==> config.mk <==
export PLATFORM = sky130hd
export DESIGN_NAME = edca_backoff_queue
export DESIGN_NICKNAME = d
export VERILOG_FILES = /design/src/rtl/core/ebq_pkg.sv /design/src/rtl/core/ebq_store.sv /design/src/rtl/core/edca_backoff_queue.sv
export SDC_FILE = /design/constraint.sdc
export NUM_CORES = 1
export LEC_CHECK = 0
export CORE_AREA = 5 5 228 340
export CTS_CLUSTER_DIAMETER = 30
export DETAILED_ROUTE_END_ITERATION = 8
export DIE_AREA = 0 0 233 345
export DONT_BUFFER_PORTS = 1
export SLEW_MARGIN = 5
export SYNTH_ARGS = -nofsm -noshare
export SYNTH_HDL_FRONTEND = slang
export SYNTH_SLANG_ARGS = --single-unit
export TNS_END_PERCENT = 10
==> constraint.sdc <==
create_clock -name aclk -period 14.1 [get_ports aclk]
set_input_delay 2.115 -clock aclk [delete_from_list [all_inputs] [get_ports aclk]]
set_output_delay 2.115 -clock aclk [all_outputs]
set_load 0.02 [all_outputs]
==> src/rtl/core/ebq_pkg.sv <==
`timescale 1ns / 1ps
// ----------------------------------------------------------------------------
// EDCA backoff queue package
// Action codes, register indexes, field layout and reset values.
// ----------------------------------------------------------------------------
package ebq_pkg;

    typedef enum logic [2:0] {
        ACT_ENQUEUE = 3'd0,
        ACT_IDLE    = 3'd1,
        ACT_TX_OK   = 3'd2,
        ACT_TX_FAIL = 3'd3,
        ACT_COLLIDE = 3'd4
    } action_t;

    typedef enum logic [2:0] {
        CFG_AIFS        = 3'd0,
        CFG_WINDOW_MIN  = 3'd1,
        CFG_WINDOW_MAX  = 3'd2,
        CFG_QUEUE_LIMIT = 3'd3,
        CFG_RTS_THRESH  = 3'd4,
        CFG_SHORT_LIMIT = 3'd5,
        CFG_LONG_LIMIT  = 3'd6
    } cfg_index_t;

    localparam int DEFAULT_QUEUE_DEPTH = 64;

    localparam int ID_W    = 8;
    localparam int LEN_W   = 16;
    localparam int SLOT_W  = 16;
    localparam int WIN_W   = 10;
    localparam int AIFS_W  = 4;
    localparam int RETRY_W = 8;
    localparam int LIMIT_W = 7;
    localparam int CFG_W   = 16;

    localparam logic [AIFS_W-1:0]  RST_AIFS        = 4'd9;
    localparam logic [WIN_W-1:0]   RST_WINDOW_MIN  = 10'd15;
    localparam logic [WIN_W-1:0]   RST_WINDOW_MAX  = 10'd1023;
    localparam logic [LIMIT_W-1:0] RST_QUEUE_LIMIT = 7'd0;
    localparam logic [LEN_W-1:0]   RST_RTS_THRESH  = 16'd2347;
    localparam logic [RETRY_W-1:0] RST_SHORT_LIMIT = 8'd7;
    localparam logic [RETRY_W-1:0] RST_LONG_LIMIT  = 8'd4;
    localparam logic [RETRY_W-1:0] RETRY_MAX       = 8'd255;

    // Input tdata layout
    localparam int S_TDATA_W  = 56;
    localparam int S_PID_LSB  = 0;
    localparam int S_LEN_LSB  = 8;
    localparam int S_KNOWN    = 24;
    localparam int S_SLOT_LSB = 25;
    localparam int S_RND_LSB  = 41;

    // Result tdata layout
    localparam int M_TDATA_W  = 40;
    localparam int M_ACC      = 0;
    localparam int M_ERR      = 1;
    localparam int M_RDY      = 2;
    localparam int M_HEAD_LSB = 3;
    localparam int M_BO_LSB   = 11;
    localparam int M_BO_MSB   = 20;
    localparam int M_WIN_LSB  = 21;
    localparam int M_WIN_MSB  = 30;
    localparam int M_CNT_LSB  = 31;

    typedef struct packed {
        logic            is_long;
        logic [ID_W-1:0] id;
    } entry_t;

endpackage

==> src/rtl/core/ebq_store.sv <==
`timescale 1ns / 1ps
// ----------------------------------------------------------------------------
// EDCA backoff queue packet store
// One write port, one read port with registered read data and write forward.
// ----------------------------------------------------------------------------
module ebq_store #(
    parameter int DEPTH  = ebq_pkg::DEFAULT_QUEUE_DEPTH,
    parameter int ADDR_W = (DEPTH > 1) ? $clog2(DEPTH) : 1
) (
    input  logic                aclk,
    input  logic                wr_en,
    input  logic [ADDR_W-1:0]   wr_addr,
    input  ebq_pkg::entry_t     wr_data,
    input  logic [ADDR_W-1:0]   rd_addr,
    output ebq_pkg::entry_t     rd_data
);

    ebq_pkg::entry_t mem [DEPTH];
    ebq_pkg::entry_t rd_data_reg;

    always_ff @(posedge aclk) begin
        if (wr_en) begin
            mem[wr_addr] <= wr_data;
        end
        // forward a same-cycle write to the read register
        if (wr_en && (wr_addr == rd_addr)) begin
            rd_data_reg <= wr_data;
        end else begin
            rd_data_reg <= mem[rd_addr];
        end
    end

    assign rd_data = rd_data_reg;

endmodule

==> src/rtl/core/edca_backoff_queue.sv <==
`timescale 1ns / 1ps
// A result is registered on its input transfer and is shown in the next cycle.
// Throughput: one item per cycle while every result transfers; a waiting result blocks the input.
// The store holds the entry behind the head in a read register, so a pop
// finds the next head without a memory read in its cycle.
// Reset (aresetn low, synchronous) clears queue, backoff and retry state and
// loads the register defaults; stored packets need no clearing.
// ----------------------------------------------------------------------------
// EDCA backoff queue
// One access category: packet FIFO, backoff counter, contention window and
// retry counters, updated by one action per transfer.
// ----------------------------------------------------------------------------
module edca_backoff_queue #(
    parameter int QUEUE_DEPTH = ebq_pkg::DEFAULT_QUEUE_DEPTH
) (
    input  logic                          aclk,
    input  logic                          aresetn,
    input  logic                          s_tvalid,
    output logic                          s_tready,
    // packet_id, packet_length, idle_known, idle_slots, random_bits
    input  logic [ebq_pkg::S_TDATA_W-1:0] s_tdata,
    // action
    input  logic [2:0]                    s_tuser,
    output logic                          m_tvalid,
    input  logic                          m_tready,
    // accepted, error, ready_res, head_packet, backoff_left, window_now,
    // queue_count
    output logic [ebq_pkg::M_TDATA_W-1:0] m_tdata,
    input  logic                          cfg_valid,
    output logic                          cfg_ready,
    input  logic [2:0]                    cfg_index,
    input  logic [ebq_pkg::CFG_W-1:0]     cfg_data
);

    localparam int PTR_W = (QUEUE_DEPTH > 1) ? $clog2(QUEUE_DEPTH) : 1;
    localparam int CNT_W = $clog2(QUEUE_DEPTH + 1);
    localparam int CMP_W = (CNT_W > ebq_pkg::LIMIT_W) ? CNT_W : ebq_pkg::LIMIT_W;
    localparam int SUM_W = CNT_W + 1;
    localparam int WIN_W = ebq_pkg::WIN_W;
    localparam int RTR_W = ebq_pkg::RETRY_W;

    // configuration
    logic [ebq_pkg::AIFS_W-1:0]  aifs_reg;
    logic [WIN_W-1:0]            wmin_reg;
    logic [WIN_W-1:0]            wmax_reg;
    logic [ebq_pkg::LIMIT_W-1:0] qlimit_reg;
    logic [ebq_pkg::LEN_W-1:0]   rts_reg;
    logic [RTR_W-1:0]            srl_reg;
    logic [RTR_W-1:0]            lrl_reg;

    // queue and channel state
    logic [PTR_W-1:0] hp_reg, hp_next;
    logic [CNT_W-1:0] cnt_reg, cnt_next;
    logic [WIN_W-1:0] backoff_reg, backoff_next;
    logic [WIN_W-1:0] window_reg, window_next;
    logic [RTR_W-1:0] srt_reg, srt_next;
    logic [RTR_W-1:0] lrt_reg, lrt_next;
    ebq_pkg::entry_t  head_reg, head_next;

    logic                          m_tvalid_reg;
    logic [ebq_pkg::M_TDATA_W-1:0] m_tdata_reg, m_tdata_next;

    // fields
    ebq_pkg::action_t            action;
    logic [ebq_pkg::ID_W-1:0]    pid;
    logic [ebq_pkg::LEN_W-1:0]   plen;
    logic                        idle_known;
    logic [ebq_pkg::SLOT_W-1:0]  idle_slots;
    logic [WIN_W-1:0]            rnd;

    logic                   accept;
    logic                   not_empty;
    logic [CMP_W-1:0]       cap;
    logic [CMP_W-1:0]       limit_ext;
    logic [PTR_W-1:0]       hp_inc;
    logic [SUM_W-1:0]       tail_sum;
    logic [PTR_W-1:0]       tail;
    logic [PTR_W-1:0]       rd_addr;
    logic                   wr_en;
    ebq_pkg::entry_t        new_entry;
    ebq_pkg::entry_t        second;
    logic [ebq_pkg::SLOT_W-1:0] passed;
    logic [WIN_W-1:0]       win_grown;
    logic                   res_accepted;
    logic                   res_error;

    function automatic logic [WIN_W-1:0] grow_window(
        input logic [WIN_W-1:0] win,
        input logic [WIN_W-1:0] wmin,
        input logic [WIN_W-1:0] wmax,
        input logic [RTR_W-1:0] srt,
        input logic [RTR_W-1:0] lrt,
        input logic [RTR_W-1:0] srl,
        input logic [RTR_W-1:0] lrl
    );
        logic [WIN_W:0] wide;
        logic [WIN_W-1:0] res;
        wide = {win, 1'b1};
        if ((srt >= srl) || (lrt >= lrl)) begin
            res = wmin;
        end else if (win < wmax) begin
            res = (wide > {1'b0, wmax}) ? wmax : wide[WIN_W-1:0];
        end else begin
            res = win;
        end
        return res;
    endfunction

    assign action     = ebq_pkg::action_t'(s_tuser);
    assign pid        = s_tdata[ebq_pkg::S_PID_LSB +: ebq_pkg::ID_W];
    assign plen       = s_tdata[ebq_pkg::S_LEN_LSB +: ebq_pkg::LEN_W];
    assign idle_known = s_tdata[ebq_pkg::S_KNOWN];
    assign idle_slots = s_tdata[ebq_pkg::S_SLOT_LSB +: ebq_pkg::SLOT_W];
    assign rnd        = s_tdata[ebq_pkg::S_RND_LSB +: WIN_W];

    assign s_tready  = aresetn && (!m_tvalid_reg || m_tready);
    assign accept    = s_tvalid && s_tready;
    assign cfg_ready = aresetn;
    assign m_tvalid  = m_tvalid_reg;
    assign m_tdata   = m_tdata_reg;

    assign not_empty = (cnt_reg != '0);
    assign limit_ext = CMP_W'(qlimit_reg);
    assign cap = ((limit_ext == '0) || (limit_ext > CMP_W'(QUEUE_DEPTH))) ?
                 CMP_W'(QUEUE_DEPTH) : limit_ext;

    assign hp_inc   = (hp_reg == PTR_W'(QUEUE_DEPTH - 1)) ? '0 : hp_reg + 1'b1;
    assign tail_sum = SUM_W'(hp_reg) + SUM_W'(cnt_reg);
    assign tail     = (tail_sum >= SUM_W'(QUEUE_DEPTH)) ?
                      PTR_W'(tail_sum - SUM_W'(QUEUE_DEPTH)) : PTR_W'(tail_sum);
    assign rd_addr  = (hp_next == PTR_W'(QUEUE_DEPTH - 1)) ? '0 : hp_next + 1'b1;

    assign new_entry.id      = pid;
    assign new_entry.is_long = (plen >= rts_reg);

    ebq_store #(
        .DEPTH  (QUEUE_DEPTH),
        .ADDR_W (PTR_W)
    ) u_store (
        .aclk    (aclk),
        .wr_en   (wr_en),
        .wr_addr (tail),
        .wr_data (new_entry),
        .rd_addr (rd_addr),
        .rd_data (second)
    );

    always_comb begin
        hp_next      = hp_reg;
        cnt_next     = cnt_reg;
        backoff_next = backoff_reg;
        window_next  = window_reg;
        srt_next     = srt_reg;
        lrt_next     = lrt_reg;
        head_next    = head_reg;
        wr_en        = 1'b0;
        res_accepted = 1'b0;
        res_error    = 1'b0;
        passed       = idle_slots - ebq_pkg::SLOT_W'(aifs_reg);
        win_grown    = window_reg;
        if (accept) begin
            case (action)
                ebq_pkg::ACT_ENQUEUE: begin
                    if (CMP_W'(cnt_reg) < cap) begin
                        // start at once only on an idle, empty, settled channel
                        if (!(!not_empty && (backoff_reg == '0) && idle_known &&
                              (idle_slots >= ebq_pkg::SLOT_W'(aifs_reg)))) begin
                            backoff_next = rnd & window_reg;
                        end
                        wr_en        = 1'b1;
                        cnt_next     = cnt_reg + 1'b1;
                        res_accepted = 1'b1;
                        if (!not_empty) begin
                            head_next = new_entry;
                        end
                    end
                end
                ebq_pkg::ACT_IDLE: begin
                    if (idle_slots > ebq_pkg::SLOT_W'(aifs_reg)) begin
                        if (passed >= ebq_pkg::SLOT_W'(backoff_reg)) begin
                            backoff_next = '0;
                        end else begin
                            backoff_next = backoff_reg - passed[WIN_W-1:0];
                        end
                    end
                end
                ebq_pkg::ACT_TX_OK: begin
                    if (!not_empty) begin
                        res_error = 1'b1;
                    end else begin
                        hp_next      = hp_inc;
                        cnt_next     = cnt_reg - 1'b1;
                        head_next    = second;
                        window_next  = wmin_reg;
                        backoff_next = rnd & wmin_reg;
                        if (head_reg.is_long) begin
                            lrt_next = '0;
                        end else begin
                            srt_next = '0;
                        end
                    end
                end
                ebq_pkg::ACT_TX_FAIL: begin
                    if (!not_empty) begin
                        res_error = 1'b1;
                    end else begin
                        win_grown    = grow_window(window_reg, wmin_reg, wmax_reg,
                                                   srt_reg, lrt_reg, srl_reg, lrl_reg);
                        window_next  = win_grown;
                        backoff_next = rnd & win_grown;
                    end
                end
                ebq_pkg::ACT_COLLIDE: begin
                    if (!not_empty) begin
                        res_error = 1'b1;
                    end else begin
                        // saturate the retry count that matches the head
                        if (head_reg.is_long) begin
                            if (lrt_reg != ebq_pkg::RETRY_MAX) lrt_next = lrt_reg + 1'b1;
                        end else begin
                            if (srt_reg != ebq_pkg::RETRY_MAX) srt_next = srt_reg + 1'b1;
                        end
                        win_grown    = grow_window(window_reg, wmin_reg, wmax_reg,
                                                   srt_next, lrt_next, srl_reg, lrl_reg);
                        window_next  = win_grown;
                        backoff_next = rnd & win_grown;
                    end
                end
                default: begin
                    res_error = 1'b1;
                end
            endcase
        end
    end

    always_comb begin
        m_tdata_next = '0;
        m_tdata_next[ebq_pkg::M_ACC] = res_accepted;
        m_tdata_next[ebq_pkg::M_ERR] = res_error;
        m_tdata_next[ebq_pkg::M_RDY] = (cnt_next != '0) && (backoff_next == '0);
        m_tdata_next[ebq_pkg::M_HEAD_LSB +: ebq_pkg::ID_W] =
            (cnt_next != '0) ? head_next.id : '0;
        m_tdata_next[ebq_pkg::M_BO_LSB +: WIN_W]  = backoff_next;
        m_tdata_next[ebq_pkg::M_WIN_LSB +: WIN_W] = window_next;
        m_tdata_next[ebq_pkg::M_CNT_LSB +: ebq_pkg::LIMIT_W] =
            ebq_pkg::LIMIT_W'(cnt_next);
    end

    always_ff @(posedge aclk) begin
        if (!aresetn) begin
            aifs_reg   <= ebq_pkg::RST_AIFS;
            wmin_reg   <= ebq_pkg::RST_WINDOW_MIN;
            wmax_reg   <= ebq_pkg::RST_WINDOW_MAX;
            qlimit_reg <= ebq_pkg::RST_QUEUE_LIMIT;
            rts_reg    <= ebq_pkg::RST_RTS_THRESH;
            srl_reg    <= ebq_pkg::RST_SHORT_LIMIT;
            lrl_reg    <= ebq_pkg::RST_LONG_LIMIT;
        end else if (cfg_valid && cfg_ready) begin
            case (ebq_pkg::cfg_index_t'(cfg_index))
                ebq_pkg::CFG_AIFS:        aifs_reg   <= cfg_data[ebq_pkg::AIFS_W-1:0];
                ebq_pkg::CFG_WINDOW_MIN:  wmin_reg   <= cfg_data[WIN_W-1:0];
                ebq_pkg::CFG_WINDOW_MAX:  wmax_reg   <= cfg_data[WIN_W-1:0];
                ebq_pkg::CFG_QUEUE_LIMIT: qlimit_reg <= cfg_data[ebq_pkg::LIMIT_W-1:0];
                ebq_pkg::CFG_RTS_THRESH:  rts_reg    <= cfg_data[ebq_pkg::LEN_W-1:0];
                ebq_pkg::CFG_SHORT_LIMIT: srl_reg    <= cfg_data[RTR_W-1:0];
                ebq_pkg::CFG_LONG_LIMIT:  lrl_reg    <= cfg_data[RTR_W-1:0];
                default: begin
                end
            endcase
        end
    end

    always_ff @(posedge aclk) begin
        if (!aresetn) begin
            hp_reg       <= '0;
            cnt_reg      <= '0;
            backoff_reg  <= '0;
            window_reg   <= ebq_pkg::RST_WINDOW_MIN;
            srt_reg      <= '0;
            lrt_reg      <= '0;
            m_tvalid_reg <= 1'b0;
        end else begin
            hp_reg      <= hp_next;
            cnt_reg     <= cnt_next;
            backoff_reg <= backoff_next;
            window_reg  <= window_next;
            srt_reg     <= srt_next;
            lrt_reg     <= lrt_next;
            if (accept) begin
                m_tvalid_reg <= 1'b1;
            end else if (m_tready) begin
                m_tvalid_reg <= 1'b0;
            end
        end
    end

    // payload: no reset
    always_ff @(posedge aclk) begin
        head_reg <= head_next;
        if (accept) begin
            m_tdata_reg <= m_tdata_next;
        end
    end

endmodule

After elaboration in Yosys (flattened, before gate mapping)
Memories as Yosys holds them, arrays and structs flattened. A register that Yosys moved wholly into a read port is not among the register bits. Cells that the tools add are included.

Equal/unequal tests: 20. Div/mod/pow operators: 0. Shifts and indexed selects: 0. Add/subtract/negate cells: 10. Bitwise logic cells: 4. Multiply operators: 0. Magnitude comparators: 13. Multiplexer cells: 67. Reduce and logical (&&, ||, !) cells: 35.

Operators with widths (number): 10-bit two-way mux (22); 8-bit two-way mux (17); 10-bit case mux with 5 select lines (1); 10-bit bitwise AND (4); 6-bit two-way mux (6); 8-bit greater-or-equal comparator (4); 8-bit case mux with 2 select lines (2); 10-bit case mux with 3 select lines (1); 7-bit two-way mux (4); 9-bit two-way mux (3); 10-bit zero test (2); 9-bit case mux with 2 select lines (1); 8-bit by 1-bit adder with 8-bit output, second input constant (2); 16-bit by 10-bit greater-or-equal comparator with 1-bit output (1); 16-bit greater-or-equal comparator (1); 16-bit by 4-bit greater-or-equal comparator with 1-bit output (1); 16-bit by 4-bit > comparator with 1-bit output (1); 8-bit inequality test, second input constant (2); 16-bit by 4-bit subtractor with 16-bit output (1); 5-bit AND reduction (3); 7-bit case mux with 2 select lines (1); 2-bit AND reduction (7); 7-bit nonzero test (2); 6-bit by 1-bit adder with 6-bit output, second input constant (2); other kinds (25) (58).

Memory bits (read-only): 0. RAM bits: 576. Memories: 1. Register bits: 160. Output and inout bits: 43. Latch bits: 0.

Memories: u_store.mem (words 64, width 9, read ports 1, clocked after Yosys merged registers in 1, wr ports 1, RTL line ebq_store.sv:18) `ebq_pkg::entry_t mem [DEPTH];`.

Depth between registers and ports, before layout
Depth after elaboration: 18. Depth in mapped cells: 19.

Modules after synthesis
A second synthesis with hierarchy kept.

Cells, all modules: 2295. Area, all modules: 33535.9 um^2.

Modules (own cells, without submodules): ebq_store (cells each 1017, area each 22534.1 um^2, times used 1, seq. area each 17416.7 um^2); edca_backoff_queue (cells each 1278, area each 11001.8 um^2, times used 1, seq. area each 3593.4 um^2).

Worst setup path before layout
OpenSTA, ideal clock, no wires.

Path type: input to register. Start point: input port s_tdata[26] (netlist bit). End point: register m_tdata_reg, in the netlist m_tdata[2] (data pin). Data arrival time: 5803 ps. Path buffers: 0. Required time: 13930 ps. Stages: 16. Path slack: 8128 ps. Setup time: 170 ps. Path through: ha_1 nor2b_1 o31a_1 or2_2 or4_1 xnor2_1 ha_1 nand2_1 o2111ai_1 nor2_1 and4_1 a21oi_1 o221ai_1 a211o_1 or4_1 nor4_2.

Word-level cells in the longest chain between the ends: 8. Elaborated cells on any way between the ends: 14. Those cells by class: add/sub (2); order compare (3); mux (6); reduce/logical (3).

Ends and longest elaborated chain: start, declared (RTL line edca_backoff_queue.sv:21) `input logic [ebq_pkg::S_TDATA_W-1:0] s_tdata,`; 16-bit by 4-bit subtractor with 16-bit output or 16-bit by 4-bit greater-or-equal comparator with 1-bit output (tied branches) (RTL line edca_backoff_queue.sv:159, edca_backoff_queue.sv:167); 16-bit by 10-bit greater-or-equal comparator with 1-bit output, or another cell as far along (RTL line edca_backoff_queue.sv:180) `if (passed >= ebq_pkg::SLOT_W'(backoff_reg)) begin`; 10-bit two-way mux (on tied branches) (RTL line edca_backoff_queue.sv:180, edca_backoff_queue.sv:166); 10-bit two-way mux (on tied branches) (RTL line edca_backoff_queue.sv:179, edca_backoff_queue.sv:164); 10-bit case mux with 5 select lines (*) (RTL line edca_backoff_queue.sv:162) `case (action)`; 10-bit two-way mux (*) (RTL line edca_backoff_queue.sv:161) `if (accept) begin`; via backoff_next[3] (RTL line edca_backoff_queue.sv:54) `logic [WIN_W-1:0] backoff_reg, backoff_next;`; 10-bit zero test (*) (RTL line edca_backoff_queue.sv:240) `m_tdata_next[ebq_pkg::M_RDY] = (cnt_next != '0) && (backoff_next == '0);`; 1-bit logical AND (*) (RTL line edca_backoff_queue.sv:240); via m_tdata_next (one bit) (RTL line edca_backoff_queue.sv:61) `logic [ebq_pkg::M_TDATA_W-1:0] m_tdata_reg, m_tdata_next;`; end signal, assigned (RTL line edca_backoff_queue.sv:301) `m_tdata_reg <= m_tdata_next;`; end, declared (RTL line edca_backoff_queue.sv:61).

Mark *: on every way through the listed nets, which the timed path passes. The rest lies on a longest branch. A chain may end at the register's enable or synchronous reset.

Worst setup path after layout
Same ends and word-level chain as after synthesis.

==> flow_summary.toml <==
[clock_network]
clockBufferDepth = 3
clk_pin_slew_ns = 0.05
cts_tree = "yes"
cts_sinks = 742
postCtsSetupRepairBufs = 0
ctsHoldBuffers = 0
cts_root_buffer = "clkbuf_16"
cts_resized = 0
cts_made_buffers = 109
clk_latency_ns = 0.67
cts_max_level = 3

[synthesis]
synth.distinct_cells = 79
seq_area_frac_synth_pct = 63.6
syn_area_um2 = 33000
synth-seq-cells = 742
synth_enable_flop_cells = 615
synth_area_per_cell_um2 = 15.0
synthFlopType = "edfxtp_1"
synth_warnings = 0
async_flop_share_pct = 0
synthCells = 2204
netlist_top_cells_area = "edfxtp_1 56%, mux4_2 13%, dfxtp_1 7.7%, ha_1 4.0%, nor2_1 2.0%"
yosysTopAreaCell = "edfxtp_1"
synth_top_area_share_pct = 55.9

[floorplan]
die-area_um2 = 80400
core_um2 = 74500
ios = 126
std_cell_rows = 123
start_util_pct = 44.4
die_x_um = 233
die_y_um = 345

[finish]
layout-drive-gt1-share_pct = 18.2
finalNetCount = 2435
num-fill-cells = 6277
n_antenna_cell = 0
largest_reg_flops = 576
mostFrequentLayoutCells = "615 x edfxtp_1, 189 x mux4_2, 178 x nor2_1, 159 x nand2_1, 124 x dfxtp_1"
syn_to_final_growth_pct = 14.5
fin_util_pct = 50.8
layout_commonest_cell = "edfxtp_1"

[global_route]
grt_max_degree = 73
grt_usage_pct = 21.5
grt_pass1_vias = 20209
grt_overflow = 0
antenna_found_initial = 0
grt_pass1_wl_um = 130000

[pwr]
power_density_nw_per_um2 = 139
vdd_ir_drop_max_v = 0.000112
fin_total_pwr_w = 0.00524
leakagePower_nw = 12.7

[timing]
rsz0062_at_grt = "no"
final_max_slew_viol_count = 0
finalSetupViolCount = 0
slew_headroom_pct = 25.4
timing.setup.tns_ns = 0
hold_viol = 0
worst_clock_skew_ns = 0.0224
fin_crit_ns = 5.75
setup_slack_ns = 8.35
period_share_pct = 40.8
worstMarginPinSlew_ns = 1.11
fmax_ghz = 0.174

[routing]
drc = 0
drt_iter0_drc = 1361
antenna_left = 0
wire_per_inst_um = 26.1
totalWireLength_um = 87000
dr.pass1.iters = 5
via_count = 19537
drt-vias-per-instance = 5.86

[job]
maxCapViolCount = 0

[placed_design]
port_buffers = 0
routabilityCongestion = 0.984
pre_cts_ws_ns = 7.68
dp_hpwl_um = 59200

[worst_hold_path]
worstHoldStart = "srl_reg[5]$_SDFFE_PN0P_"
hold_class = "flop to flop"

[setup_path]
required_ns = 14.59
cp-startpoint = "s_tdata[26]"
path_max_fanout = 5
r2r_start = "lrt_reg[1]$_SDFFE_PN0P_"
worstPathArrival_ns = 6.25
start_kind = "input pin"
end_kind = "flop"
crit_type = "input pin to flop"

[status]
status = "completed"
==> critical path, stage by stage <==
cell and delay [ns]:
ha_1 0.29, nor2b_1 0.15, o31a_1 0.28, or2_2 0.31, or4_1 0.51, xnor2_1 0.17, ha_1 0.36, nand2_1 0.06
o2111ai_1 0.22, nor2_1 0.06, and4_1 0.32, a21oi_1 0.15, o221ai_1 0.12, a211o_1 0.28, or4_1 0.58, nor4_2 0.26
==> cells by family (layout without fill, tap and decap cells) <==
logic type      after synthesis  in the layout  synth area share, %
flops                       742            742                 63.6
simple gates                555            555                 7.84
compound gates              352            352                 7.25
mux                         225            225                 14.0
buf+inv                     181            311                 2.11
fa+ha+maj                   109            109                 4.19
xor+xnor                     39             39                 1.03
other cells                   1              2               0.0113
==> layer usage <==
layer / track usage, % / up-vias / routed length [µm]
met5: 0 / - / 0
met4: 11.0 / 0 / 4700
met3: 3.42 / 206 / 4250
met2: 39.4 / 646 / 47000
met1: 23.9 / 9933 / 31100
li1: - / 8752 / -
==> synthesized netlist by cell type, drive strengths merged, types with 8 or more instances <==
| cell | instances |
|---|---|
| a21oi | 102 |
| a22oi | 16 |
| xnor2 | 22 |
| nand3 | 41 |
| nor3 | 41 |
| and3 | 12 |
| and2 | 27 |
| nor2b | 8 |
| nor2 | 180 |
| edfxtp | 615 |
| nand2b | 23 |
| xor2 | 17 |
| a22o | 9 |
| o22ai | 8 |
| mux2i | 32 |
| buf | 26 |
| o211ai | 23 |
| mux4 | 189 |
| o21ai | 54 |
| inv | 88 |
| clkbuf | 67 |
| o21a | 12 |
| a211oi | 11 |
| dfxtp | 127 |
| ha | 106 |
| nand2 | 159 |
| nand4 | 22 |
| nor4 | 11 |
| a21o | 20 |
| a31oi | 16 |
==> area by class of cell <==
type	count	area, µm²	area share [%]
clock buffer	122	2830	7.47
clock inverter	81	892	2.36
inverter	88	330	0.873
multi-input combinational	1282	11400	30.0
sequential	742	21000	55.5
tap	1000	1250	3.31
timing repair buffer	20	150	0.397
==> metrics by stage <==
step                instances  cell area, µm²  hold slack (ns)
floorplan                2205           33100            0.436
detailed placement       3132           34100            0.447
global placement         3132           34100            0.443
finish                   3335           37800            0.457
CTS                      3335           37800            0.455
global route             3335           37800            0.481
==> worst paths after layout <==
kind / to / slack (ns) / cells past startpoint
max: m_tdata[2]$_DFFE_PP_ / 8.35 / 16
max reg2reg: m_tdata[2]$_DFFE_PP_ / 8.53 / 16
min reg2reg: srl_reg[5]$_SDFFE_PN0P_ / 0.46 / 2
min: srl_reg[5]$_SDFFE_PN0P_ / 0.46 / 2
==> power breakdown <==
part | switching [W] | leakage, nW | internal (W) | total, W
combinational | 0.0000832 | 4.38 | 0.0000450 | 0.000128
sequential | 0.0000138 | 6.57 | 0.00238 | 0.00240
clock | 0.00103 | 1.79 | 0.00169 | 0.00272
total | 0.00113 | 12.7 | 0.00412 | 0.00524
No activity file was read; power rests on OpenSTA's default activity.
